===== src/hdl/gang_pkg.sv =====
// ----------------------------------------------------------------------------
// gang_pkg: shared definitions of the grid axis neighbor generator
// Field widths, register map codes and the result item type used by the
// register block, the classify stage, the emitter and the top level.
// ----------------------------------------------------------------------------
package gang_pkg;

   // Field widths fixed by the interface.
   localparam int PT_W        = 24;
   localparam int EXT_W       = 13;
   localparam int DIM_W       = 3;
   localparam int AXIS_W      = 2;
   localparam int EXTENT_REGS = 4;

   // Configuration port geometry.
   localparam int CSR_DATA_W = 32;
   localparam int CSR_ADDR_W = 5;
   localparam int REG_IDX_W  = 3;

   // Register indexes (byte address is four times the index).
   localparam logic [REG_IDX_W-1:0] REG_DIM_COUNT = 3'd0;
   localparam logic [REG_IDX_W-1:0] REG_EXTENT_0  = 3'd1;
   localparam logic [REG_IDX_W-1:0] REG_EXTENT_1  = 3'd2;
   localparam logic [REG_IDX_W-1:0] REG_EXTENT_2  = 3'd3;
   localparam logic [REG_IDX_W-1:0] REG_EXTENT_3  = 3'd4;

   // Reset values of the shape registers.
   localparam logic [DIM_W-1:0] DIM_RESET = 3'd0;
   localparam logic [EXT_W-1:0] EXT_RESET = 13'd1;

   // One result item as it leaves the block.
   typedef struct packed {
      logic [PT_W-1:0]   nbr_index;
      logic [AXIS_W-1:0] axis;
      logic              direction;
      logic              found;
      logic              last;
   } rsp_item_type;

endpackage


===== src/hdl/gang_emit.sv =====
// ----------------------------------------------------------------------------
// gang_emit: result serializer
// Holds one classified point and sends its neighbors, lowest axis first and
// minus before plus, one per cycle while the registered result stage has room.
// A point without neighbors gives a single result with found cleared.
// ----------------------------------------------------------------------------
module gang_emit #(
   parameter int AXES = 4
) (
   input  logic                          clock,
   input  logic                          reset,
   input  logic                          in_valid,
   input  logic [2*AXES-1:0]             in_mask,
   input  logic [gang_pkg::PT_W-1:0]      in_nbr [2*AXES],
   output logic                          in_take,
   output logic                          rsp_valid,
   input  logic                          rsp_ready,
   output gang_pkg::rsp_item_type        rsp_item
);
   import gang_pkg::*;

   localparam int CW = $clog2(2*AXES);

   logic              cur_valid_ff;
   logic [2*AXES-1:0] cur_mask_ff;
   logic [PT_W-1:0]   cur_nbr_ff [2*AXES];
   logic              out_valid_ff;
   rsp_item_type      out_item_ff;
   logic              out_free;
   logic              emit;
   logic              done;
   logic [CW-1:0]     pick;
   logic [2*AXES-1:0] rest;
   rsp_item_type      item;

   // Lowest pending neighbor and what remains after it.
   always_comb begin
      pick = '0;
      for (int i = 2*AXES - 1; i >= 0; i--) begin
         if (cur_mask_ff[i]) begin
            pick = CW'(i);
         end
      end
   end
   assign rest = cur_mask_ff & (cur_mask_ff - 1'b1);

   // Transfer control.
   assign out_free = !out_valid_ff || rsp_ready;
   assign emit     = cur_valid_ff && out_free;
   assign done     = emit && (rest == '0);
   assign in_take  = !cur_valid_ff || done;

   // Result fields; all but last are zero when there is no neighbor, and last is then set.
   always_comb begin
      item.found     = |cur_mask_ff;
      item.last      = (rest == '0);
      item.nbr_index = item.found ? cur_nbr_ff[pick] : '0;
      item.axis      = item.found ? AXIS_W'(pick >> 1) : '0;
      item.direction = item.found ? pick[0] : 1'b0;
   end

   always_ff @(posedge clock) begin
      if (reset) begin
         cur_valid_ff <= 1'b0;
         out_valid_ff <= 1'b0;
      end else begin
         if (in_take) begin
            cur_valid_ff <= in_valid;
         end
         if (emit) begin
            out_valid_ff <= 1'b1;
         end else if (rsp_ready) begin
            out_valid_ff <= 1'b0;
         end
      end
   end

   always_ff @(posedge clock) begin
      if (in_take) begin
         cur_mask_ff <= in_mask;
         for (int i = 0; i < 2*AXES; i++) begin
            cur_nbr_ff[i] <= in_nbr[i];
         end
      end else if (emit) begin
         cur_mask_ff <= rest;
      end
      if (emit) begin
         out_item_ff <= item;
      end
   end

   assign rsp_valid = out_valid_ff;
   assign rsp_item  = out_item_ff;

endmodule


===== config.mk =====
export PLATFORM = sky130hd
export DESIGN_NAME = gang_emit
export DESIGN_NICKNAME = d
export VERILOG_FILES = /design/src/hdl/gang_pkg.sv /design/src/hdl/gang_emit.sv
export SDC_FILE = /design/constraint.sdc
export NUM_CORES = 1
export LEC_CHECK = 0
export BUFFER_PORTS_ARGS = -buffer_cell sky130_fd_sc_hd__buf_2
export CELL_PAD_IN_SITES_DETAIL_PLACEMENT = 1
export CELL_PAD_IN_SITES_GLOBAL_PLACEMENT = 2
export CORE_ASPECT_RATIO = 0.75
export CORE_MARGIN = 10
export CORE_UTILIZATION = 37
export CTS_CLUSTER_DIAMETER = 50
export DETAILED_ROUTE_END_ITERATION = 10
export GPL_ROUTABILITY_DRIVEN = 1
export PLACE_DENSITY_LB_ADDON = 0.1
export SKIP_CTS_REPAIR_TIMING = 1
export SYNTH_ARGS = -nofsm -noshare
export SYNTH_HDL_FRONTEND = slang
export SYNTH_SLANG_ARGS = --single-unit
export TNS_END_PERCENT = 20

===== constraint.sdc =====
create_clock -name clock -period 6.96 [get_ports clock]
set_input_delay 1.044 -clock clock [delete_from_list [all_inputs] [get_ports clock]]
set_output_delay 1.044 -clock clock [all_outputs]
set_load 0.005 [all_outputs]

* Yosys cells after proc, flatten, opt, wreduce, memory -nomap -nowiden *
Memory sizes are Yosys's and may differ from the RTL's. A register that Yosys moved wholly into a read port is not among the register bits.
Index checks and enable logic that the tools add are counted.

word-level totals
  bits in registers = 15
  RAM bits = 192
  bits of input ports = 204
  output and inout port bits = 31
  word-level logic and storage cells = 35
  memories kept = 1

operators by class
  add/subtract/negate cells = 1
  mux-type cells = 14
  bitwise operators = 1
  reductions and logical operators = 11

memories
  name        depth  width  rd ports  clocked after memory_dff  write ports  RTL line         text
  cur_nbr_ff  8      24     1         1                         8            gang_emit.sv:26  logic [PT_W-1:0] cur_nbr_ff [2*AXES];

operators by type and width
  cell                                                                number
  3-bit 2-to-1 mux                                                    8
  8-bit 2-to-1 mux                                                    2
  8-bit AND                                                           1
  8-bit zero test                                                     1
  8-bit OR reduction                                                  1
  8-bit by 1-bit subtractor with 8-bit output, second input constant  1
  1-bit 2-to-1 mux                                                    4
  2-bit nonzero test                                                  2
  1-bit zero test                                                     3
  1-bit logical AND                                                   2
  1-bit logical OR                                                    2

* Longest topological paths before layout *
  depth in word-level cells = 8
  gate-level depth with buffers = 9
  depth with buffers taken out = 6

* Least setup slack after synthesis *
Ideal clock, no wire load.

  path kind = input to output
  from = input port rsp_ready
  to = output port in_take
  arrival = 5.424 ns
  data required time = 5.916 ns
  path slack = 0.492 ns
  stages on the path = 4
  path buffers = 0
  cells stage by stage = nor2b_1 -> o41a_1 -> o31a_1 -> inv_1

between the ends
  cells in the longest elaborated chain, start to end = 4

ends and longest elaborated chain
  element             RTL line         text
  start: declaration  gang_emit.sv:17  input logic rsp_ready,
  1-bit logical OR    gang_emit.sv:48  assign out_free = !out_valid_ff || rsp_ready;
  1-bit logical AND   gang_emit.sv:49  assign emit = cur_valid_ff && out_free;
  1-bit logical AND   gang_emit.sv:50  assign done = emit && (rest == '0);
  1-bit logical OR    gang_emit.sv:51  assign in_take = !cur_valid_ff || done;
  end: declaration    gang_emit.sv:15  output logic in_take,

No other way between the ends.

* Worst setup path in the final report *
  from = register cur_mask_ff[0]
  to = output port in_take

between the ends
  cells in the longest elaborated chain, start to end = 5

ends and longest elaborated chain
  element                                      RTL line         text
  start: declaration                           gang_emit.sv:25  logic [2*AXES-1:0] cur_mask_ff;
  start signal: assignment                     gang_emit.sv:80  cur_mask_ff <= in_mask;
  start signal: assignment                     gang_emit.sv:85  cur_mask_ff <= rest;
  8-bit by 1-bit subtractor with 8-bit output  gang_emit.sv:45  assign rest = cur_mask_ff & (cur_mask_ff - 1'b1);
  8-bit AND *                                  gang_emit.sv:45
  8-bit zero test *                            gang_emit.sv:50
  1-bit logical AND *                          gang_emit.sv:50
  1-bit logical OR *                           gang_emit.sv:51

Mark *: on every way between the ends. The rest lies on a longest branch, timed or not.

==> metrics.txt <==
status finished, final reports clean; CP Cell Sequence or4_1 > o41a_1 > o31a_1 > inv_8 > buf_2; sequential-to-total area share from yosys stat 0.771; Initial DRT Pass Iterations 5; core area approximately 24000 sq um; EDFF count, synth roughly 230; TritonCTS Sinks approximately 230; #FFs+latches synth around 230; PortBufs ~230; crit path time final roughly 4300 ps; clk_lat worst skew approximately 520 ps; Synth warnings 0; Buffers & Inverters on Critical Path 2; pin count of the biggest net entering global routing 79; peak supply drop roughly 190 uV; Root Buffer clkbuf_16; routed len/inst 24.6 um; Synth area leader edfxtp_1; clock buffer count from CTS 25; ANT nets after route 0; Routed WL approximately 27 mm; maxcap violations 0; clk buf depth 3; Worst Tran Pin Value between 1000 and 1500 ps; Post-Synthesis Net Count 742; Clock Power Share 0.356; switching pwr 0.936 mW; hold slack 539 ps; first-pass GRT wire length 39.3 mm; Final period util 0.612; Iteration-0 DRC Markers 415; Req. time, crit path 5920 ps; f_max roughly 230 MHz; CP peak stage delay a little under 700 ps; average size of a mapped cell around 17 sq um; slowest cell on the critical path or4_1; worst reg2reg path depth 5; fin nets 972; Cells after Synth 538; hold path cells 2; Pleak about 4.3 nW; H-tree Lvls 1; CP top delay family compound AO/OA/AOI/OAI gates; hold crit path type flop to flop; Final Setup Violations 0; internal cell power around 2.7 mW; Synth Flop Type edfxtp_1; Post-Layout Cell Count 1093; pwr/cell area between 300 and 400 nW/um^2; startpoint class of the critical path flop; Finished Core Util 0.470; hold path start cur_valid_ff; Synth top area share 0.766; Die X roughly 200 um; R2R Path End cur_nbr_ff[7][23]; vias per cell between 5 and 6; Reg2Reg Setup Slack about 3200 ps; grt ovf 0; ratio of cells with drive above 1 in the final layout 0.380; Slew headroom 0.215; count leader, synth edfxtp_1; Unique masters post-synth 47; I/O pin total 235; CP max FO 54; Worst-path clk slew approximately 60 ps; Comb pwr share 0.148; DRC 0; max-slew violations 0; DIE AREA 30900 sq um; Sw Share 0.257; placed cell count ~1000; hpwl dp between 15 and 20 mm; Area Growth Syn to Fin 25.3%; Post-Syn Area about 9000 sq um; dominant cells by area after synthesis edfxtp_1, a221oi_1, a311oi_1; initial antenna violation count 1; RSZ-0062 raised after global routing no; Worst Skew 21.9 ps; CTS tree yes; GRT Util Overall 0.168; reg2reg start cur_mask_ff[0]; asr flop ratio synth 0; Setup CP Type flop to primary output; Reg power frac 0.495; die height 155 um; total power 3.64 mW; vias in the first global route approximately 6300; crit path DAT between 3000 and 4000 ps; GPL Wtd Cong roughly 0.81; commonest cells in the netlist edfxtp_1, nand2_1, a221oi_1, a211oi_1, nor3b_1; Hold Path End rsp_valid; vias about 5700; Cell Rows between 40 and 50; final hold vios 0; Fin Setup TNS 0 ps; starting density of the core 0.375; Worst setup EP type primary output
## layout make-up
class,count,area (sq um)
fillers,2383,12700
flip-flops and latches,231,6920
multi-input cells,257,1880
repair buffers,240,1220
clock buffers,32,652
well taps,306,383
clock inverters,13,141
inverters,13,56.3
diodes,1,2.50
## worst max path at each step
| stage | slack [ps] | from | depth (start not counted) | end |
|---|---|---|---|---|
| floorplan | 490 | rsp_ready | 4 | in_take |
| global placement | 3120 | rsp_ready | 6 | in_take |
| detailed placement | 2980 | rsp_ready | 6 | in_take |
| CTS | 2630 | cur_mask_ff[0] | 5 | in_take |
| global route | 2520 | cur_mask_ff[0] | 5 | in_take |
| finish | 2700 | cur_mask_ff[0] | 5 | in_take |
## power groups by stage
| stage | sequential (mW) | combinational [mW] | clock (mW) |
|---|---|---|---|
| 2_1_floorplan | 1.82 | 0.337 | 0 |
| 3_3_place_gp | 1.83 | 0.535 | 0 |
| 3_5_place_dp | 1.83 | 0.552 | 0 |
| 4_1_cts | 1.80 | 0.553 | 1.33 |
| 5_1_grt | 1.82 | 0.600 | 1.39 |
| 6_report | 1.80 | 0.539 | 1.30 |
## layer usage
layer  up-vias  share of wire  global-route usage
met5         -        0.00063                   0
met4         2          0.016              0.0309
met3        36          0.070              0.0459
met2       164           0.48               0.274
met1      2924           0.43               0.222
li1       2622              -                   -
## flip-flops by register name (all words and copies together) (netlist names)
register      flops
cur_mask_ff       8
cur_nbr_ff      192
cur_valid_ff      1
rsp_item         29
rsp_valid         1
## worst reg2reg max path, stage by stage (launching register included)
cell and delay [ps]:
edfxtp_1 650, or4_1 680, o41a_1 440, o31a_1 320
inv_8 390, buf_4 880
## stage by stage
stage	setup slack, ps	cell area (sq um)
CTS	2630	11200
global route	2520	11200
global placement	3120	10400
floorplan	492	8970
finish	2700	11200
detailed placement	2980	10400
## cell families after synthesis
group | count (synthesis) | share of synthesized area
muxes | 23 | 0.0289
adders and majority gates | 1 | 0.00112
buffers and inverters | 50 | 0.0251
AOI/OAI and AO/OA | 124 | 0.111
and+or+nand+nor | 109 | 0.0636
DFF | 231 | 0.771
## cell usage in the layout, fill, tap and decap left out, types with 4 or more instances in the layout
cell type / synthesis / layout
a211oi_1: 24 / 24
a21o_1: 23 / 23
a221oi_1: 25 / 25
a311oi_1: 23 / 23
buf_2: 12 / 234
buf_4: 0 / 6
clkbuf_1: 21 / 7
clkbuf_16: 0 / 25
clkinv_1: 0 / 5
edfxtp_1: 229 / 229
inv_1: 11 / 10
mux2_1: 10 / 10
mux2_2: 13 / 13
nand2_1: 49 / 49
nand3_1: 4 / 4
nor2_1: 10 / 10
nor3b_1: 24 / 24
o21ai_0: 4 / 4
o21ai_1: 8 / 7
Power figures use the tool's default switching activity.
