--- config.mk ---
export PLATFORM = sky130hd
export DESIGN_NAME = gang_rem_pipe
export DESIGN_NICKNAME = d
export VERILOG_FILES = /design/src/hdl/gang_pkg.sv /design/src/hdl/gang_rem_pipe.sv
export SDC_FILE = /design/constraint.sdc
export NUM_CORES = 2
export LEC_CHECK = 0
export BUFFER_PORTS_ARGS = -buffer_cell sky130_fd_sc_hd__buf_2
export CORE_MARGIN = 2
export CORE_UTILIZATION = 25
export CTS_CLUSTER_DIAMETER = 150
export CTS_CLUSTER_SIZE = 20
export DETAILED_ROUTE_END_ITERATION = 8
export GPL_ROUTABILITY_DRIVEN = 1
export PLACE_DENSITY_LB_ADDON = 0.05
export SLEW_MARGIN = 10
export SYNTH_ARGS = -nofsm -noshare
export SYNTH_HDL_FRONTEND = slang
export SYNTH_SLANG_ARGS = --single-unit
--- constraint.sdc ---
create_clock -name clock -period 23.3 [get_ports clock]
set_input_delay 4.66 -clock clock [delete_from_list [all_inputs] [get_ports clock]]
set_output_delay 4.66 -clock clock [all_outputs]
set_load 0.02 [all_outputs]
--- src/hdl/gang_pkg.sv ---
// ----------------------------------------------------------------------------
// gang_pkg: shared definitions of the grid axis neighbor generator
// Field widths, register map codes and the result item type used by the
// register block, the classify stage, the emitter and the top level.
// ----------------------------------------------------------------------------
package gang_pkg;

   // Field widths fixed by the interface.
   localparam int PT_W        = 24;
   localparam int EXT_W       = 13;
   localparam int DIM_W       = 3;
   localparam int AXIS_W      = 2;
   localparam int EXTENT_REGS = 4;

   // Configuration port geometry.
   localparam int CSR_DATA_W = 32;
   localparam int CSR_ADDR_W = 5;
   localparam int REG_IDX_W  = 3;

   // Register indexes (byte address is four times the index).
   localparam logic [REG_IDX_W-1:0] REG_DIM_COUNT = 3'd0;
   localparam logic [REG_IDX_W-1:0] REG_EXTENT_0  = 3'd1;
   localparam logic [REG_IDX_W-1:0] REG_EXTENT_1  = 3'd2;
   localparam logic [REG_IDX_W-1:0] REG_EXTENT_2  = 3'd3;
   localparam logic [REG_IDX_W-1:0] REG_EXTENT_3  = 3'd4;

   // Reset values of the shape registers.
   localparam logic [DIM_W-1:0] DIM_RESET = 3'd0;
   localparam logic [EXT_W-1:0] EXT_RESET = 13'd1;

   // One result item as it leaves the block.
   typedef struct packed {
      logic [PT_W-1:0]   nbr_index;
      logic [AXIS_W-1:0] axis;
      logic              direction;
      logic              found;
      logic              last;
   } rsp_item_type;

endpackage

--- src/hdl/gang_rem_pipe.sv ---
// ----------------------------------------------------------------------------
// gang_rem_pipe: pipelined remainder unit
// For every axis lane it reduces the point index modulo that lane's upper
// stride by restoring division, two quotient bits per stage.
// ----------------------------------------------------------------------------
module gang_rem_pipe #(
   parameter int AXES     = 4,
   parameter int CAP_BITS = 24
) (
   input  logic                     clock,
   input  logic                     reset,
   input  logic                     advance,
   input  logic                     in_valid,
   input  logic [gang_pkg::PT_W-1:0] in_point,
   input  logic [CAP_BITS:0]        lane_mod [AXES],
   output logic                     out_valid,
   output logic [gang_pkg::PT_W-1:0] out_point,
   output logic [gang_pkg::PT_W-1:0] out_rem [AXES]
);
   import gang_pkg::*;

   localparam int MW     = CAP_BITS + 1;
   localparam int STEPS  = 2;
   localparam int NSTAGE = (PT_W + STEPS - 1) / STEPS;

   logic [NSTAGE-1:0] valid_ff;
   logic [PT_W-1:0]   point_ff [NSTAGE];
   logic [PT_W-1:0]   rem_ff [NSTAGE][AXES];
   logic [PT_W-1:0]   rem_in [NSTAGE][AXES];

   // Restoring steps of one stage: subtract the modulus shifted by k where it fits.
   function automatic logic [PT_W-1:0] rem_steps(input logic [PT_W-1:0] rem,
                                                 input logic [MW-1:0] modulus,
                                                 input int stage);
      logic [PT_W-1:0] r;
      int k;
      r = rem;
      for (int j = 0; j < STEPS; j++) begin
         k = PT_W - 1 - (stage * STEPS + j);
         if (k >= 0) begin
            if ((MW'(r) >> k) >= modulus) begin
               r = r - (PT_W'(modulus) << k);
            end
         end
      end
      return r;
   endfunction

   // Next remainders of all stages and lanes.
   always_comb begin
      for (int l = 0; l < AXES; l++) begin
         rem_in[0][l] = rem_steps(in_point, lane_mod[l], 0);
      end
      for (int s = 1; s < NSTAGE; s++) begin
         for (int l = 0; l < AXES; l++) begin
            rem_in[s][l] = rem_steps(rem_ff[s-1][l], lane_mod[l], s);
         end
      end
   end

   // Valid bits travel with the data.
   always_ff @(posedge clock) begin
      if (reset) begin
         valid_ff <= '0;
      end else if (advance) begin
         valid_ff[0] <= in_valid;
         for (int s = 1; s < NSTAGE; s++) begin
            valid_ff[s] <= valid_ff[s-1];
         end
      end
   end

   // Stage payload.
   always_ff @(posedge clock) begin
      if (advance) begin
         point_ff[0] <= in_point;
         for (int s = 1; s < NSTAGE; s++) begin
            point_ff[s] <= point_ff[s-1];
         end
         for (int s = 0; s < NSTAGE; s++) begin
            for (int l = 0; l < AXES; l++) begin
               rem_ff[s][l] <= rem_in[s][l];
            end
         end
      end
   end

   assign out_valid = valid_ff[NSTAGE-1];
   assign out_point = point_ff[NSTAGE-1];
   for (genvar l = 0; l < AXES; l++) begin : g_out
      assign out_rem[l] = rem_ff[NSTAGE-1][l];
   end

endmodule

# Word level (Yosys, flattened, before mapping)
# Memories as Yosys holds them, arrays and structs flattened.
# Index checks and enable logic that the tools add are counted.
[op_classes]
add_sub_neg = 96
order_cmp = 96
n_mux = 98
[ops]
columns = ["op", "count"]
rows = [
  ["two-way mux 24 bit", 96],
  ["subtractor 24 bit", 96],
  [">= comparator 1 x 25 -> 1 bit", 4],
  [">= comparator 10 x 25 -> 1 bit", 4],
  [">= comparator 11 x 25 -> 1 bit", 4],
  [">= comparator 12 x 25 -> 1 bit", 4],
  [">= comparator 13 x 25 -> 1 bit", 4],
  [">= comparator 14 x 25 -> 1 bit", 4],
  [">= comparator 15 x 25 -> 1 bit", 4],
  [">= comparator 16 x 25 -> 1 bit", 4],
  [">= comparator 17 x 25 -> 1 bit", 4],
  [">= comparator 18 x 25 -> 1 bit", 4],
  [">= comparator 19 x 25 -> 1 bit", 4],
  [">= comparator 2 x 25 -> 1 bit", 4],
  [">= comparator 20 x 25 -> 1 bit", 4],
  [">= comparator 21 x 25 -> 1 bit", 4],
  [">= comparator 22 x 25 -> 1 bit", 4],
  [">= comparator 23 x 25 -> 1 bit", 4],
  [">= comparator 24 x 25 -> 1 bit", 4],
  [">= comparator 3 x 25 -> 1 bit", 4],
  [">= comparator 4 x 25 -> 1 bit", 4],
  [">= comparator 5 x 25 -> 1 bit", 4],
  [">= comparator 6 x 25 -> 1 bit", 4],
  [">= comparator 7 x 25 -> 1 bit", 4],
  ["other kinds (3)", 10],
]
[totals]
ff_bits = 12
ram_bits = 1440
input_bits = 128
output_inout_bits = 121
elab_cells = 293
n_memories = 2
[memory_table]
columns = ["memory", "words", "word_bits", "rd", "rd_clocked_by_memory_dff", "wr", "line", "text"]
rows = [
  ["rem_ff", 12, 96, 12, 0, 12, "gang_rem_pipe.sv:28", "logic [PT_W-1:0] rem_ff [NSTAGE][AXES];"],
  ["point_ff", 12, 24, 12, 0, 12, "gang_rem_pipe.sv:27", "logic [PT_W-1:0] point_ff [NSTAGE];"],
]

# Depth between registers and ports, before layout
[logic_depth]
ltp_word = 4
depth_mapped = 25
mapped_depth_nobuf = 22

# Least setup slack after synthesis
# No wires, ideal clock.
[synth_timing]
kind = "input -> register"
from = "input lane_mod[76] (netlist bit)"
to = "memory rem_ff[2][183] (netlist bit) (data pin)"
setup_time_ns = 0.260
t_arrival_ns = 10.921
t_required_ns = 23.040
setup_slack_ns = 12.119
path_stages = 22
path_buffers = 2
cell_sequence = "inv_1 -> ha_1 -> nand2b_1 -> a211oi_1 -> o41ai_2 -> a31oi_1 -> a211oi_2 -> o21ai_0 -> a41oi_2 -> buf_4 -> mux2i_1 -> ha_1 -> nor2b_1 -> o211ai_1 -> a21boi_0 -> o21a_1 -> o41ai_1 -> o21ai_1 -> o2111ai_1 -> nand2_1 -> clkbuf_1 -> mux2_2"
[synth_rtl]
columns = ["element", "line", "text"]
rows = [
  ["start: declaration", "gang_rem_pipe.sv:15", "input logic [CAP_BITS:0] lane_mod [AXES],"],
  ["end: declaration", "gang_rem_pipe.sv:28", ""],
]

==> flow_metrics.py <==
metrics = {
    "routing": {
        "vias": 75754,
        "viasPerCell": 5.006,
        "drt-initial-drc-count": 4553,
        "dr.pass1.iters": 7,
        "drc": 0,
        "wl_per_cell_um": 21.72,
        "routed_wl_mm": 328.7,
        "ant_nets": 0,
    },
    "hold_path": {
        "hold_depth": 0,
        "hold_end": "point_ff[6][20]",
        "hold_class": "register to register",
        "min-delay-start": "point_ff[5][20]",
    },
    "logic_synthesis": {
        "synth_nets": 11272,
        "synth_simple_gate_area_share_pct": 12.44,
        "ys_seq_area_share_pct": 29.12,
        "yosys_warnings": 0,
        "postSynthAreaPerCell_um2": 9.627,
        "synth.largest_area_cell": "edfxtp_1",
        "synth-async-reset-ratio_pct": 0,
        "yosys-top-cells-area": "edfxtp_1 (29%), ha_1 (16%), mux2_2 (9.9%), xnor2_1 (5.3%), a21oi_1 (4.2%)",
        "synthXorXnorAreaFrac_pct": 8.160,
        "yosysTopAreaCellShare_pct": 28.86,
        "yosysUniqueCellTypes": 105,
        "yosys_most_used_dff": "edfxtp_1",
        "synth_edf_count": 912,
        "yosys_register_bits": 924,
        "synth_compound_area_share_pct": 18.43,
        "synthAdderAreaFrac_pct": 17.68,
        "syn_area_um2": 94890,
        "synth_cells": 9856,
        "synth_top_family_by_area": "compound AO/OA/AOI/OAI gates",
        "yosys-mux-area-fraction_pct": 10.97,
    },
    "timing": {
        "max_freq_ghz": 0.08906,
        "timing.slew.headroom_pct": 20.18,
        "setup_viol": 0,
        "tns_ps": 0,
        "slew_violations": 0,
        "hold_violations": 0,
        "fin_crit_ps": 11230,
        "post-route-period-util_pct": 48.19,
        "worstMarginPinSlew_ps": 1194,
        "rsz0062_at_grt": "no",
        "skew_ps": 37.37,
    },
    "cells_and_area": {
        "nNetsFinal": 11481,
        "drive_above_1_share_pct": 14.78,
        "layout_common_cells": "ha_1 (1200), edfxtp_1 (912), mux2_2 (832)",
        "multi_input_area_um2": 64430,
        "regArea_um2": 27630,
        "fillCellCount": 39902,
        "areaGrowthSynthToFinish_pct": 9.920,
        "mostFrequentLayoutCell": "ha_1",
    },
    "global_route": {
        "grt_max_degree": 155,
        "grt_overflow": 0,
        "grt_pass1_wl_mm": 487.6,
        "grt_pass1_vias": 75138,
        "grt_antenna_before_repair": 30,
        "grt_use_total_pct": 16.66,
    },
    "placed_design": {
        "io_buffers": 248,
        "gp_congestion": 0.8633,
        "dp_hpwl_mm": 256.0,
    },
    "worst_setup_path": {
        "cp_data_arrival_time_ps": 11780,
        "rr_worst_depth": 18,
        "endpoint_kind": "register",
        "critPathKind": "input port to register",
        "cp_max_fo": 23,
        "rr_endpoint": "rem_ff[1][308]",
        "start_kind": "input port",
        "r2r_slack_ps": 16090,
        "timing.rr.start": "point_ff[6][9]",
        "required_ps": 23850,
    },
    "clock_tree": {
        "cts_buffers": 58,
        "ctsHoldBuffers": 0,
        "clkTransAtPathRegs_ps": 100,
        "clock_latency_ps": 820,
        "cts_htree_levels": 2,
        "cts_tree": "done",
        "clk_path_buf_depth": 3,
        "cts_resized": 0,
        "cts_sinks": 924,
        "post_cts_buffers": 0,
        "clk_root_buffer_cell": "clkbuf_16",
    },
    "floorplan": {
        "die_y_um": 620.1,
        "die_w_um": 620.1,
        "coreArea_um2": 378300,
        "core.rowCount": 226,
        "start_util_pct": 25.08,
        "die_area_um2": 384500,
        "num_io_pins": 249,
    },
    "power_and_ir_drop": {
        "switching_share_pct": 37.37,
        "clockPowerShare_pct": 22.4,
        "ir_drop_uv": 60.98,
        "p_total_mw": 5.364,
        "p_leak_nw": 41.88,
        "intPower_mw": 3.360,
        "cellPowerDensity_nw_per_um2": 51.43,
        "comb_power_share_pct": 39.4,
        "seq_power_share_pct": 38.2,
        "switching_power_mw": 2.005,
    },
    "flow_run": {
        "max_cap_violations": 0,
    },
    "status": {
        "status": "completed",
    },
}
## power groups by stage
stage | sequential (mW) | clock, mW | combinational [mW]
after global routing | 2.06 | 1.33 | 2.36
after CTS | 2.05 | 1.29 | 2.12
after floorplan | 2.04 | 0 | 1.58
after detailed placement | 2.09 | 0 | 2.11
final | 2.05 | 1.20 | 2.11
after global placement | 2.09 | 0 | 2.11
## cells in the mapped netlist, types with 31 or more instances
cell and count:
nor4_1 42, inv_1 440, a21boi_0 43, a31oi_1 107
nand2b_1 104, o21a_1 134, fa_1 88, o21bai_1 99
o31ai_1 63, mux2i_1 97, and2_1 34, buf_4 98
a21o_1 399, and3_1 77, a31o_2 31, nor2b_1 143
or2_2 56, nand2_1 570, nand4_1 167, nand3_1 193
clkbuf_1 122, o31a_1 36, ha_1 1200, xnor2_1 574
o21ai_0 556, nor3_1 185, buf_2 35, edfxtp_1 912
mux2_2 832, or3_1 61, xor2_1 310, a211oi_1 82
a21oi_1 804, o211ai_1 46, nor2_1 668
## worst max path at each step
stage | from | end | slack (ps) | cells past startpoint
floorplan | lane_mod[76] | rem_ff[2][183] | 12120 | 22
finish | lane_mod[33] | rem_ff[2][320] | 12070 | 23
detailed placement | lane_mod[33] | rem_ff[2][320] | 11370 | 23
global placement | lane_mod[51] | rem_ff[2][344] | 11450 | 20
CTS | lane_mod[33] | rem_ff[2][320] | 12250 | 23
global route | lane_mod[26] | rem_ff[2][227] | 11570 | 22
## sequential cells by signal, indices dropped and copies added, names as in the netlist
name,flops
rem_ff,624
valid_ff,12
point_ff,288
## worst max-delay path, cell delays in order
cell and delay [ps]:
buf_2 320, inv_1 390, buf_4 330, ha_1 360, o21ai_0 150, o21bai_1 150, nor4_1 420, o31ai_1 220
a41oi_2 430, nor3_1 110, o221ai_2 140, buf_4 360, mux2_2 400, ha_1 380, and4_1 220, and2_1 200
o311ai_0 250, a31oi_1 450, a21oi_1 190, a2111o_1 390, a21o_1 340, inv_2 450, mux2_2 400
## final cells by class
type                    instances  area share [%]
multi-input cells            8232           61.77
inverters                     441           1.587
clock inverters                22          0.2411
clock buffers                  76           1.486
flip-flops and latches        924           26.49
repair buffers                408           2.375
diodes                         14         0.03359
well taps                    5016           6.017
## metal layers
metal  part of all wire (%)  vias up  global-route usage [%]
met2                     47     1086                   28.39
met5                 0.0073        -                       0
met3                    2.7      237                   1.530
li1                       -    37603                       -
met1                     48    36824                   22.74
met4                    2.1        4                   3.532
## logic make-up after synthesis
group	Yosys count
buffers and inverters	700
adder cells (fa/ha/maj)	1288
AND/OR/NAND/NOR	2410
multiplexers	934
XOR/XNOR	884
AO/OA/AOI/OAI	2716
flip-flops	924
## per-stage QoR
stage | instances | area [um^2] | utilization, % | hold WS (ps) | setup slack, ps
6_report | 15133 | 104300 | 27.57 | 397.5 | 12070
5_1_grt | 15124 | 104300 | 27.56 | 401.7 | 11570
4_1_cts | 15119 | 104300 | 27.56 | 382.0 | 12250
3_5_place_dp | 15021 | 102500 | 27.08 | 404.5 | 11370
3_3_place_gp | 15021 | 102500 | 27.08 | 400.9 | 11450
2_1_floorplan | 9856 | 94890 | - | 400.3 | 12120
Power figures use the tool's default switching activity.
