$ cat src/hdl/gang_pkg.sv
// ----------------------------------------------------------------------------
// gang_pkg: shared definitions of the grid axis neighbor generator
// Field widths, register map codes and the result item type used by the
// register block, the classify stage, the emitter and the top level.
// ----------------------------------------------------------------------------
package gang_pkg;

   // Field widths fixed by the interface.
   localparam int PT_W        = 24;
   localparam int EXT_W       = 13;
   localparam int DIM_W       = 3;
   localparam int AXIS_W      = 2;
   localparam int EXTENT_REGS = 4;

   // Configuration port geometry.
   localparam int CSR_DATA_W = 32;
   localparam int CSR_ADDR_W = 5;
   localparam int REG_IDX_W  = 3;

   // Register indexes (byte address is four times the index).
   localparam logic [REG_IDX_W-1:0] REG_DIM_COUNT = 3'd0;
   localparam logic [REG_IDX_W-1:0] REG_EXTENT_0  = 3'd1;
   localparam logic [REG_IDX_W-1:0] REG_EXTENT_1  = 3'd2;
   localparam logic [REG_IDX_W-1:0] REG_EXTENT_2  = 3'd3;
   localparam logic [REG_IDX_W-1:0] REG_EXTENT_3  = 3'd4;

   // Reset values of the shape registers.
   localparam logic [DIM_W-1:0] DIM_RESET = 3'd0;
   localparam logic [EXT_W-1:0] EXT_RESET = 13'd1;

   // One result item as it leaves the block.
   typedef struct packed {
      logic [PT_W-1:0]   nbr_index;
      logic [AXIS_W-1:0] axis;
      logic              direction;
      logic              found;
      logic              last;
   } rsp_item_type;

endpackage

$ cat src/hdl/gang_classify.sv
// ----------------------------------------------------------------------------
// gang_classify: neighbor classification stage
// From each lane's remainder it decides whether the minus and plus neighbors
// lie inside the grid and below the index limit, and forms their indexes.
// ----------------------------------------------------------------------------
module gang_classify #(
   parameter int AXES       = 4,
   parameter int CAP_BITS   = 24,
   parameter int INDEX_BITS = 24
) (
   input  logic                     clock,
   input  logic                     reset,
   input  logic                     advance,
   input  logic                     in_valid,
   input  logic [gang_pkg::PT_W-1:0] in_point,
   input  logic [gang_pkg::PT_W-1:0] in_rem [AXES],
   input  logic [CAP_BITS:0]        lane_stride [AXES],
   input  logic [CAP_BITS:0]        lane_mod [AXES],
   input  logic [CAP_BITS:0]        total,
   input  logic [AXES-1:0]          lane_used,
   output logic                     out_valid,
   output logic [2*AXES-1:0]        out_mask,
   output logic [gang_pkg::PT_W-1:0] out_nbr [2*AXES]
);
   import gang_pkg::*;

   localparam int MW = CAP_BITS + 1;
   localparam int VW = CAP_BITS + 2;

   logic                valid_ff;
   logic [2*AXES-1:0]   mask_ff;
   logic [PT_W-1:0]     nbr_ff [2*AXES];
   logic [2*AXES-1:0]   mask_in;
   logic [PT_W-1:0]     nbr_in [2*AXES];
   logic                in_range;
   logic [VW-1:0]       v_minus [AXES];
   logic [VW-1:0]       v_plus [AXES];

   assign in_range = (MW'(in_point) < total);

   // Per lane: coordinate above zero, coordinate below extent minus one, index fit.
   always_comb begin
      for (int d = 0; d < AXES; d++) begin
         v_minus[d]       = VW'(in_point) - VW'(lane_stride[d]);
         v_plus[d]        = VW'(in_point) + VW'(lane_stride[d]);
         mask_in[2*d]     = lane_used[d] && in_range
                            && (MW'(in_rem[d]) >= lane_stride[d])
                            && (v_minus[d][VW-1:INDEX_BITS] == '0);
         mask_in[2*d + 1] = lane_used[d] && in_range
                            && ((VW'(in_rem[d]) + VW'(lane_stride[d])) < VW'(lane_mod[d]))
                            && (v_plus[d][VW-1:INDEX_BITS] == '0);
         nbr_in[2*d]      = v_minus[d][PT_W-1:0];
         nbr_in[2*d + 1]  = v_plus[d][PT_W-1:0];
      end
   end

   always_ff @(posedge clock) begin
      if (reset) begin
         valid_ff <= 1'b0;
      end else if (advance) begin
         valid_ff <= in_valid;
      end
   end

   always_ff @(posedge clock) begin
      if (advance) begin
         mask_ff <= mask_in;
         for (int i = 0; i < 2*AXES; i++) begin
            nbr_ff[i] <= nbr_in[i];
         end
      end
   end

   assign out_valid = valid_ff;
   assign out_mask  = mask_ff;
   for (genvar i = 0; i < 2*AXES; i++) begin : g_out
      assign out_nbr[i] = nbr_ff[i];
   end

endmodule

$ cat config.mk
export PLATFORM = sky130hd
export DESIGN_NAME = gang_classify
export DESIGN_NICKNAME = d
export VERILOG_FILES = /design/src/hdl/gang_pkg.sv /design/src/hdl/gang_classify.sv
export SDC_FILE = /design/constraint.sdc
export NUM_CORES = 1
export LEC_CHECK = 0
export ABC_AREA = 0
export BUFFER_PORTS_ARGS = -buffer_cell sky130_fd_sc_hd__buf_4
export CAP_MARGIN = 10
export CORE_MARGIN = 5
export CORE_UTILIZATION = 52
export DETAILED_ROUTE_END_ITERATION = 16
export PLACE_DENSITY = 0.82
export SLEW_MARGIN = 5
export SYNTH_ARGS = -nofsm -noshare
export SYNTH_HDL_FRONTEND = slang
export SYNTH_SLANG_ARGS = --single-unit
export TNS_END_PERCENT = 5
$ cat constraint.sdc
create_clock -name clock -period 3.5 [get_ports clock]
set_clock_uncertainty 0.05 [all_clocks]
set_input_delay 0.175 -clock clock [delete_from_list [all_inputs] [get_ports clock]]
set_output_delay 0.175 -clock clock [all_outputs]
set_load 0.02 [all_outputs]
### Word-level counts from Yosys, hierarchy flattened

Memories as Yosys holds them, arrays and structs flattened.
Cells that the tools add are included.

| word-level totals | value |
|---|---|
| bits in registers | 9 |
| memory bits (writable) | 192 |
| output and inout bits | 201 |
| word-level logic and storage cells | 54 |
| memories kept | 1 |

| operators by class | value |
|---|---|
| add/sub/neg operators | 12 |
| order comparisons | 9 |
| mux-type cells | 2 |
| reductions and logical operators | 28 |

Memories:

| memory | words | width | rd ports | clocked after memory_dff | wr ports | RTL line | source |
|---|---|---|---|---|---|---|---|
| nbr_ff | 8 | 24 | 8 | 0 | 8 | gang_classify.sv:32 | `logic [PT_W-1:0] nbr_ff [2*AXES];` |

Operators by type and width:

| kind | number |
|---|---|
| adder 24 x 25 -> 26 bit | 8 |
| < comparator 26 x 25 -> 1 bit | 4 |
| subtractor 24 x 25 -> 26 bit | 4 |
| greater-or-equal comparator 24 x 25 -> 1 bit | 4 |
| < comparator 24 x 25 -> 1 bit | 1 |
| logical AND 1 bit | 20 |
| zero test 2 bit | 8 |
| two-way mux 1 bit | 2 |

### Logic depth before layout (Yosys ltp)

Gate-level depths: netlist of run 1.

| depth | value |
|---|---|
| depth after elaboration | 4 |
| mapped depth | 22 |
| depth with buffers taken out | 21 |

### Least setup slack after synthesis of run 1

No wires, ideal clock.

| timing path | value |
|---|---|
| path kind | input to register |
| start | input port in_rem[72] (netlist bit) |
| end | register mask_ff[1] (netlist: out_mask[1]), data pin |
| setup time | 134 ps |
| data arrival time | 3556 ps |
| required time | 3316 ps |
| setup slack | -240 ps |
| stages | 20 |
| path through | ha_1 fa_1 nor2b_1 o311ai_1 a311oi_1 a211oi_1 a21oi_1 o221ai_1 nor2_1 nor2_1 xnor2_1 ha_1 a21oi_1 nor2b_1 o21ai_0 nand2b_1 a21oi_1 nor2b_1 a2111oi_0 and4_1 |

| on the way | value |
|---|---|
| word-level cells in the longest chain between the ends | 4 |

RTL lines:

| item | RTL line | source |
|---|---|---|
| from (decl) | gang_classify.sv:16 | `input logic [gang_pkg::PT_W-1:0] in_rem [AXES],` |
| adder 24 x 25 -> 26 bit | gang_classify.sv:50 | `&& ((VW'(in_rem[d]) + VW'(lane_stride[d])) < VW'(lane_mod[d]))` |
| < comparator 26 x 25 -> 1 bit | gang_classify.sv:50 |  |
| logical AND 1 bit | gang_classify.sv:50 |  |
| logical AND 1 bit | gang_classify.sv:51 | `&& (v_plus[d][VW-1:INDEX_BITS] == '0);` |
| via mask_in[1] | gang_classify.sv:33 | `logic [2*AXES-1:0] mask_in;` |
| to (signal assigned) | gang_classify.sv:67 | `mask_ff <= mask_in;` |
| to (decl) | gang_classify.sv:31 | `logic [2*AXES-1:0] mask_ff;` |

The timed path passes the listed nets, and every way through them passes these cells.
A chain may end at the register's enable or synchronous reset.

### Final worst setup path of run 1

| timing path | value |
|---|---|
| start | input port lane_stride[26] (netlist bit) |
| end | register mask_ff[5] (netlist: out_mask[5]), data pin |

| on the way | value |
|---|---|
| word-level cells in the longest chain between the ends | 4 |
| elaborated cells on any way between the ends | 6 |

RTL lines:

| item | RTL line | source |
|---|---|---|
| from (decl) | gang_classify.sv:17 | `input logic [CAP_BITS:0] lane_stride [AXES],` |
| adder 24 x 25 -> 26 bit | gang_classify.sv:50 |  |
| < comparator 26 x 25 -> 1 bit | gang_classify.sv:50 |  |
| logical AND 1 bit | gang_classify.sv:50 |  |
| logical AND 1 bit * | gang_classify.sv:51 |  |
| via mask_in[5] | gang_classify.sv:33 |  |

Mark *: on every way through the listed nets, which the timed path passes. The rest lies on a longest branch.

==> results of run 1 <==
## registers in the layout (all words and copies together) (netlist names)
| register | flops |
|---|---|
| out_mask | 8 |
| out_valid | 1 |
| nbr_ff | 188 |
## worst paths after layout
kind | start | end | slack, ps | cells past startpoint
setup / recovery | lane_stride[26] | out_mask[5]$_DFFE_PP_ | -50 | 22
hold / removal | lane_stride[24] | out_mask[7]$_DFFE_PP_ | 120 | 3
setup reg to reg | out_valid$_SDFFE_PP0P_ | out_valid$_SDFFE_PP0P_ | 2310 | 3
hold reg to reg | out_valid$_SDFFE_PP0P_ | out_valid$_SDFFE_PP0P_ | 1010 | 3
## layout make-up
| class | instances | area, µm² | area share |
|---|---|---|---|
| diodes | 16 | 40.0 | 0.00117 |
| clock buffers | 17 | 425 | 0.0125 |
| well taps | 664 | 831 | 0.0243 |
| inverters | 398 | 1500 | 0.0440 |
| clock inverters | 15 | 141 | 0.00414 |
| flip-flops and latches | 197 | 5910 | 0.173 |
| multi-input cells | 2362 | 18300 | 0.536 |
| repair buffers | 927 | 6990 | 0.205 |
## metal layers
metal / track usage / share of wire / routed length (µm)
met4: 0.181 / 0.057 / 5640
met2: 0.582 / 0.46 / 45600
met3: 0.0909 / 0.097 / 9560
met5: 0 / 0.0011 / 104
met1: 0.409 / 0.38 / 37200
## power groups by stage
stage          combinational, mW  clock, mW  sequential (mW)
2_1_floorplan               2.86          0             3.73
3_3_place_gp                5.71          0             3.32
3_5_place_dp                5.80          0             3.32
4_1_cts                     5.89       2.08             3.27
5_1_grt                     6.47       2.18             3.30
6_report                    6.01       2.06             3.28
## cell usage after synthesis (all sizes together), types with 17 or more instances
cell type and instances:
ha 503, nand4 36, nand3 44, nand2 88
xor2 51, o21bai 61, a21oi 261, inv 396
nand2b 64, o31ai 29, nor2b 60, xnor2 188
a2111oi 17, a21o 63, buf 21, o211ai 19
a31oi 22, o21ai 141, nor2 308, or3 18
o21a 34, edfxtp 196, nor4 28, clkbuf 67
a211oi 41, nor3 67
## kinds of logic (layout without fill, tap and decap cells)
logic type,count (synthesis),count (layout),synth area share
and+or+nand+nor,791,791,0.152
AOI/OAI and AO/OA,813,813,0.210
other,0,16,0
DFF,197,197,0.229
muxes,4,4,0.00155
adders and majority gates,515,515,0.254
buffers and inverters,486,1357,0.0725
xor gates and xnor gates,239,239,0.0813
## worst max-delay path: cells and delay by family
| kind | cells | cell delay, ps |
|---|---|---|
| adder cells (fa/ha/maj) | 2 | 490 |
| AND/OR/NAND/NOR | 1 | 50 |
| buffers and inverters | 4 | 550 |
| AO/OA/AOI/OAI | 14 | 2400 |
| XOR/XNOR | 1 | 150 |
## metrics by stage
step                utilization  setup slack (ps)  total power [mW]  TNS (ps)
floorplan                     -              -190              6.59      -550
global placement          0.677              -638              9.02     -2280
detailed placement        0.677              -706              9.12     -2600
CTS                       0.694             -38.3              11.2     -47.2
global route              0.697              -231              12.0      -575
finish                    0.698             -48.6              11.3     -68.5
## timing repair
item / 4_1_cts / 5_1_grt
endpoints found under the hold margin: 2 / 0
buffers inserted: 8 / 1
setup endpoints to repair: 4 / 4
pin swaps: 26 / 8
hold buffers: 3 / 0
resized for setup: 33 / 26
==> impl_metrics.toml, run 1 <==
[synth]
async_reset_ff_frac = 0
synth_area_um2 = 25800
synth_area_leaders = "ha_1 24%, edfxtp_1 23%, xnor2_1 6.4%"
synth_largest_area_cell = "ha_1"
synth_fp_nets = 3913
synth_seq_cells = 197
yosysWarnings = 0
synth_edf_count = 196
ys_seq_area_frac = 0.229
netlist_instances = 3045
synth_top_cell_area_share = 0.244
yosys.cell_types.count = 87
synth_area_per_cell_um2 = 8.46
synthFlopType = "edfxtp_1"

[floorplanning]
fp.dieH_um = 233
core_region_area_um2 = 49000
start_util = 0.526
die_w_um = 233
die_area_um2 = 54100
io_pins = 554
rows = 81

[power_and_ir_drop]
power.density_nw_per_um2 = 332
power_switching_mw = 4.60
p_comb_frac = 0.530
internal_power_mw = 6.75
p_leak_nw = 16.5
p_seq_frac = 0.289
p_clk_frac = 0.181
vdd_ir_drop_max_mv = 0.388
swShare = 0.405

[timing]
hold_viol_final = 0
fin_crit_sh = 1.01
whs_ps = 124
relSlewSlack = 0.470
finalMaxSlewViolations = 0
fin_crit_ps = 3550
setup_slack_ps = -48.6
fmax_mhz = 282
tightest_slew_ps = 775
finalSetupViolCount = 3
rsz0062_at_grt = "yes"

[clock_network]
clock-sinks = 197
cts-root-buf = "clkbuf_16"
numCtsBuffers = 17
h-tree-depth = 4
cts_tree = "done"
clkTransAtPathRegs_ps = 100
clockBufferDepth = 2
insertion_delay_ps = 500

[global_routing]
antenna_found_initial = 21
grt_pass1_wl_mm = 144
grt_pass1_vias = 25934
grtUsageTotal = 0.347
grt_max_degree = 70
grt.overflow.total = 0

[route]
drt-initial-drc-count = 2575
firstDrtPassIters = 6
ant_nets = 0
via_per_inst = 5.78
drt_wl_total_mm = 98.1
via_count = 26587
drc = 0
wl_per_cell_um = 21.3

[placement]
dpl.cell_count = 4536
io_buffers = 553
dp_hpwl_mm = 81.1
gp_congestion = 0.992
place_area_um2 = 33100

[setup_path]
cp_cell_sequence = "buf_4 -> inv_1 -> ha_4 -> nor2b_2 -> o311ai_2 -> buf_4 -> a211oi_2 -> o31ai_2 -> a211oi_2 -> a2111oi_2 -> buf_4 -> o21a_1 -> o21ai_1 -> xnor2_1 -> ha_1 -> a21o_1 -> a21o_1 -> a21oi_2 -> o211ai_1 -> a211oi_1 -> o21ai_1 -> a211oi_1"
path_common_cell = "buf_4"
end_kind = "flop"
arrival_ps = 3830
crit_path_top_delay_cell = "a2111oi_2"
crit_path_max_incr_delay_ps = 350
required_ps = 3780
path_class = "primary input to flop"
critPathMaxFanout = 3
critPathLaunchType = "primary input"

[layout]
fin_area_um2 = 34200
drive_gt1_frac = 0.267
layout_commonest_cell = "buf_4"
syn2layout_area_growth_pct = 32.6
layout_common_cells = "920 x buf_4, 495 x ha_1, 392 x inv_1"
fill_cells = 3929
fin_cells = 4596
nets = 4771

[status]
violations = "setup timing"
outcome = "finished with violations"

[job]
maxCapViolations = 0

[worst_hold_path]
hold_class = "primary input to flop"
(Power assumes the default switching activity.)
==> inputs of run 2 (changes only) <==
- BUFFER_PORTS_ARGS: -buffer_cell sky130_fd_sc_hd__buf_4 -> -buffer_cell sky130_fd_sc_hd__buf_2
==> run 2 against run 1 <==
Net effect:
- the run still ends with setup timing left
- wire length down 0.26%
- worst hold slack worse by 48 ps
- sequential share of layout area up 0.42 points
- maximum frequency down 0.27%
- final cell count up 1.6%
- power down 2.1%
- die area unchanged
- combinational power down 3.8%
- sequential cell count unchanged
- non-clock buffer count up 59
- critical path type unchanged
- largest power group unchanged
==> impl_metrics.toml, run 2 (synthesized netlist as in run 1, its figures left out) <==
[status]
outcome = "finished with violations"
violations = "setup timing"

[floorplanning]
die_area_um2 = 54100
io_pins = 554
die_w_um = 233
fp.dieH_um = 233
start_util = 0.526
core_region_area_um2 = 49000
rows = 81

[setup_path]
arrival_ps = 3860
end_kind = "flop"
timing.critical_path.from = "lane_stride[30]"
crit_path_max_incr_delay_ps = 540
crit_path_top_delay_cell = "or4_4"
reg2reg_from = "out_valid$_SDFFE_PP0P_"
path_class = "primary input to flop"
cp_cell_sequence = "buf_8 -> inv_4 -> ha_4 -> or4_4 -> o31ai_4 -> o32ai_4 -> nor4_4 -> o41ai_4 -> o311ai_4 -> xnor2_1 -> ha_1 -> a21o_1 -> a21o_1 -> a21oi_1 -> o211ai_1 -> a211oi_1 -> o21ai_1 -> a211oi_2"
critPathLaunchType = "primary input"
required_ps = 3800
path_common_cell = "a21o_1"
critPathMaxFanout = 4

[global_routing]
grt_pass1_wl_mm = 143
grt.overflow.total = 0
grt_max_degree = 64
antenna_found_initial = 40
grtUsageTotal = 0.343
grt_pass1_vias = 25993

[layout]
post-route-util = 0.681
layout_common_cells = "545 x buf_2, 495 x ha_1, 431 x buf_4"
fin_cells = 4669
nets = 4830
layout_commonest_cell = "buf_2"
syn2layout_area_growth_pct = 29.5
top_register = "nbr_ff"
seq_area_um2 = 5910
drive_gt1_frac = 0.279
largest_reg_flops = 188
fill_cells = 4066
fin_area_um2 = 33300
multi_input_area_um2 = 18300

[route]
wl_per_cell_um = 21.0
firstDrtPassIters = 7
ant_nets = 0
via_per_inst = 5.72
via_count = 26711
drt-initial-drc-count = 2660
drc = 0
drt_wl_total_mm = 97.9

[placement]
gp_congestion = 1.02
place_area_um2 = 32200
dp_hpwl_mm = 81.0
io_buffers = 553
dpl.cell_count = 4592

[timing]
whs_ps = 75.7
finalMaxSlewViolations = 0
tightest_slew_ps = 841
rsz0062_at_grt = "yes"
finalSetupViolCount = 2
setup_slack_ps = -58.2
fin_crit_sh = 1.02
relSlewSlack = 0.425
fin_crit_ps = 3560
tns_ps = -87.2
fmax_mhz = 281
hold_viol_final = 0

[clock_network]
insertion_delay_ps = 510
clkTransAtPathRegs_ps = 80
numCtsBuffers = 17
h-tree-depth = 4
cts_tree = "done"
clock-sinks = 197
cts-root-buf = "clkbuf_16"
clockBufferDepth = 2

[power_and_ir_drop]
power.density_nw_per_um2 = 333
vdd_ir_drop_max_mv = 0.413
p_leak_nw = 16.4

[worst_hold_path]
min-delay-start = "lane_stride[74]"
hold_class = "primary input to flop"

[job]
maxCapViolations = 0
run 2: changes by cell type in the layout (fill, tap and decap cells not counted), sizes merged:
cell / delta
clkinv: +2
buf: +60
bufinv: -1
clkinvlp: -2
inv: +1
dlygate4sd3: -1
diode: +14
run 2: final timing paths:
kind	endpoint	slack (ps)	cells past startpoint
setup reg to reg	out_valid$_SDFFE_PP0P_	2290	3
hold / removal	out_mask[3]$_DFFE_PP_	80	2
hold reg to reg	out_valid$_SDFFE_PP0P_	1020	3
setup / recovery	out_mask[5]$_DFFE_PP_	-60	18
run 2: what timing repair did:
action | CTS | global route
hold buffers | 2 | 0
pin swaps | 14 | 38
endpoints found under the hold margin | 1 | 0
setup endpoints to repair | 3 | 4
setup buffers | 1 | 12
gates resized for setup | 15 | 62
run 2: worst max-delay path, delay by kind of cell:
| family | cells | cell delay [ps] |
|---|---|---|
| AO/OA/AOI/OAI | 11 | 1960 |
| adder cells (fa/ha/maj) | 2 | 520 |
| AND/OR/NAND/NOR | 2 | 900 |
| XOR/XNOR | 1 | 120 |
| buffers and inverters | 2 | 170 |
run 2: final cells by class:
type,count,share of cell area
inverter,398,0.0450
clock buffer,17,0.0128
multi-input combinational,2362,0.550
clock inverter,15,0.00480
sequential,197,0.177
tap,664,0.0249
antenna,30,0.00225
timing repair buffer,986,0.183
run 2: power breakdown:
part	switching [mW]	internal, mW
registers	0.158	3.10
logic	3.36	2.42
clock network	1.12	0.954
run 2: layer usage:
layer,global-route usage,vias up,part of all wire
li1,-,12675,-
met4,0.145,28,0.044
met5,0,-,0.0020
met2,0.591,1311,0.47
met1,0.406,12441,0.38
met3,0.0901,256,0.10
run 2: metrics by stage:
step           setup WS, ps  power [mW]
6_report              -58.2        11.1
3_5_place_dp           -683        8.85
3_3_place_gp           -636        8.76
5_1_grt                -202        11.7
2_1_floorplan          -190        6.59
4_1_cts               -5.49        10.9
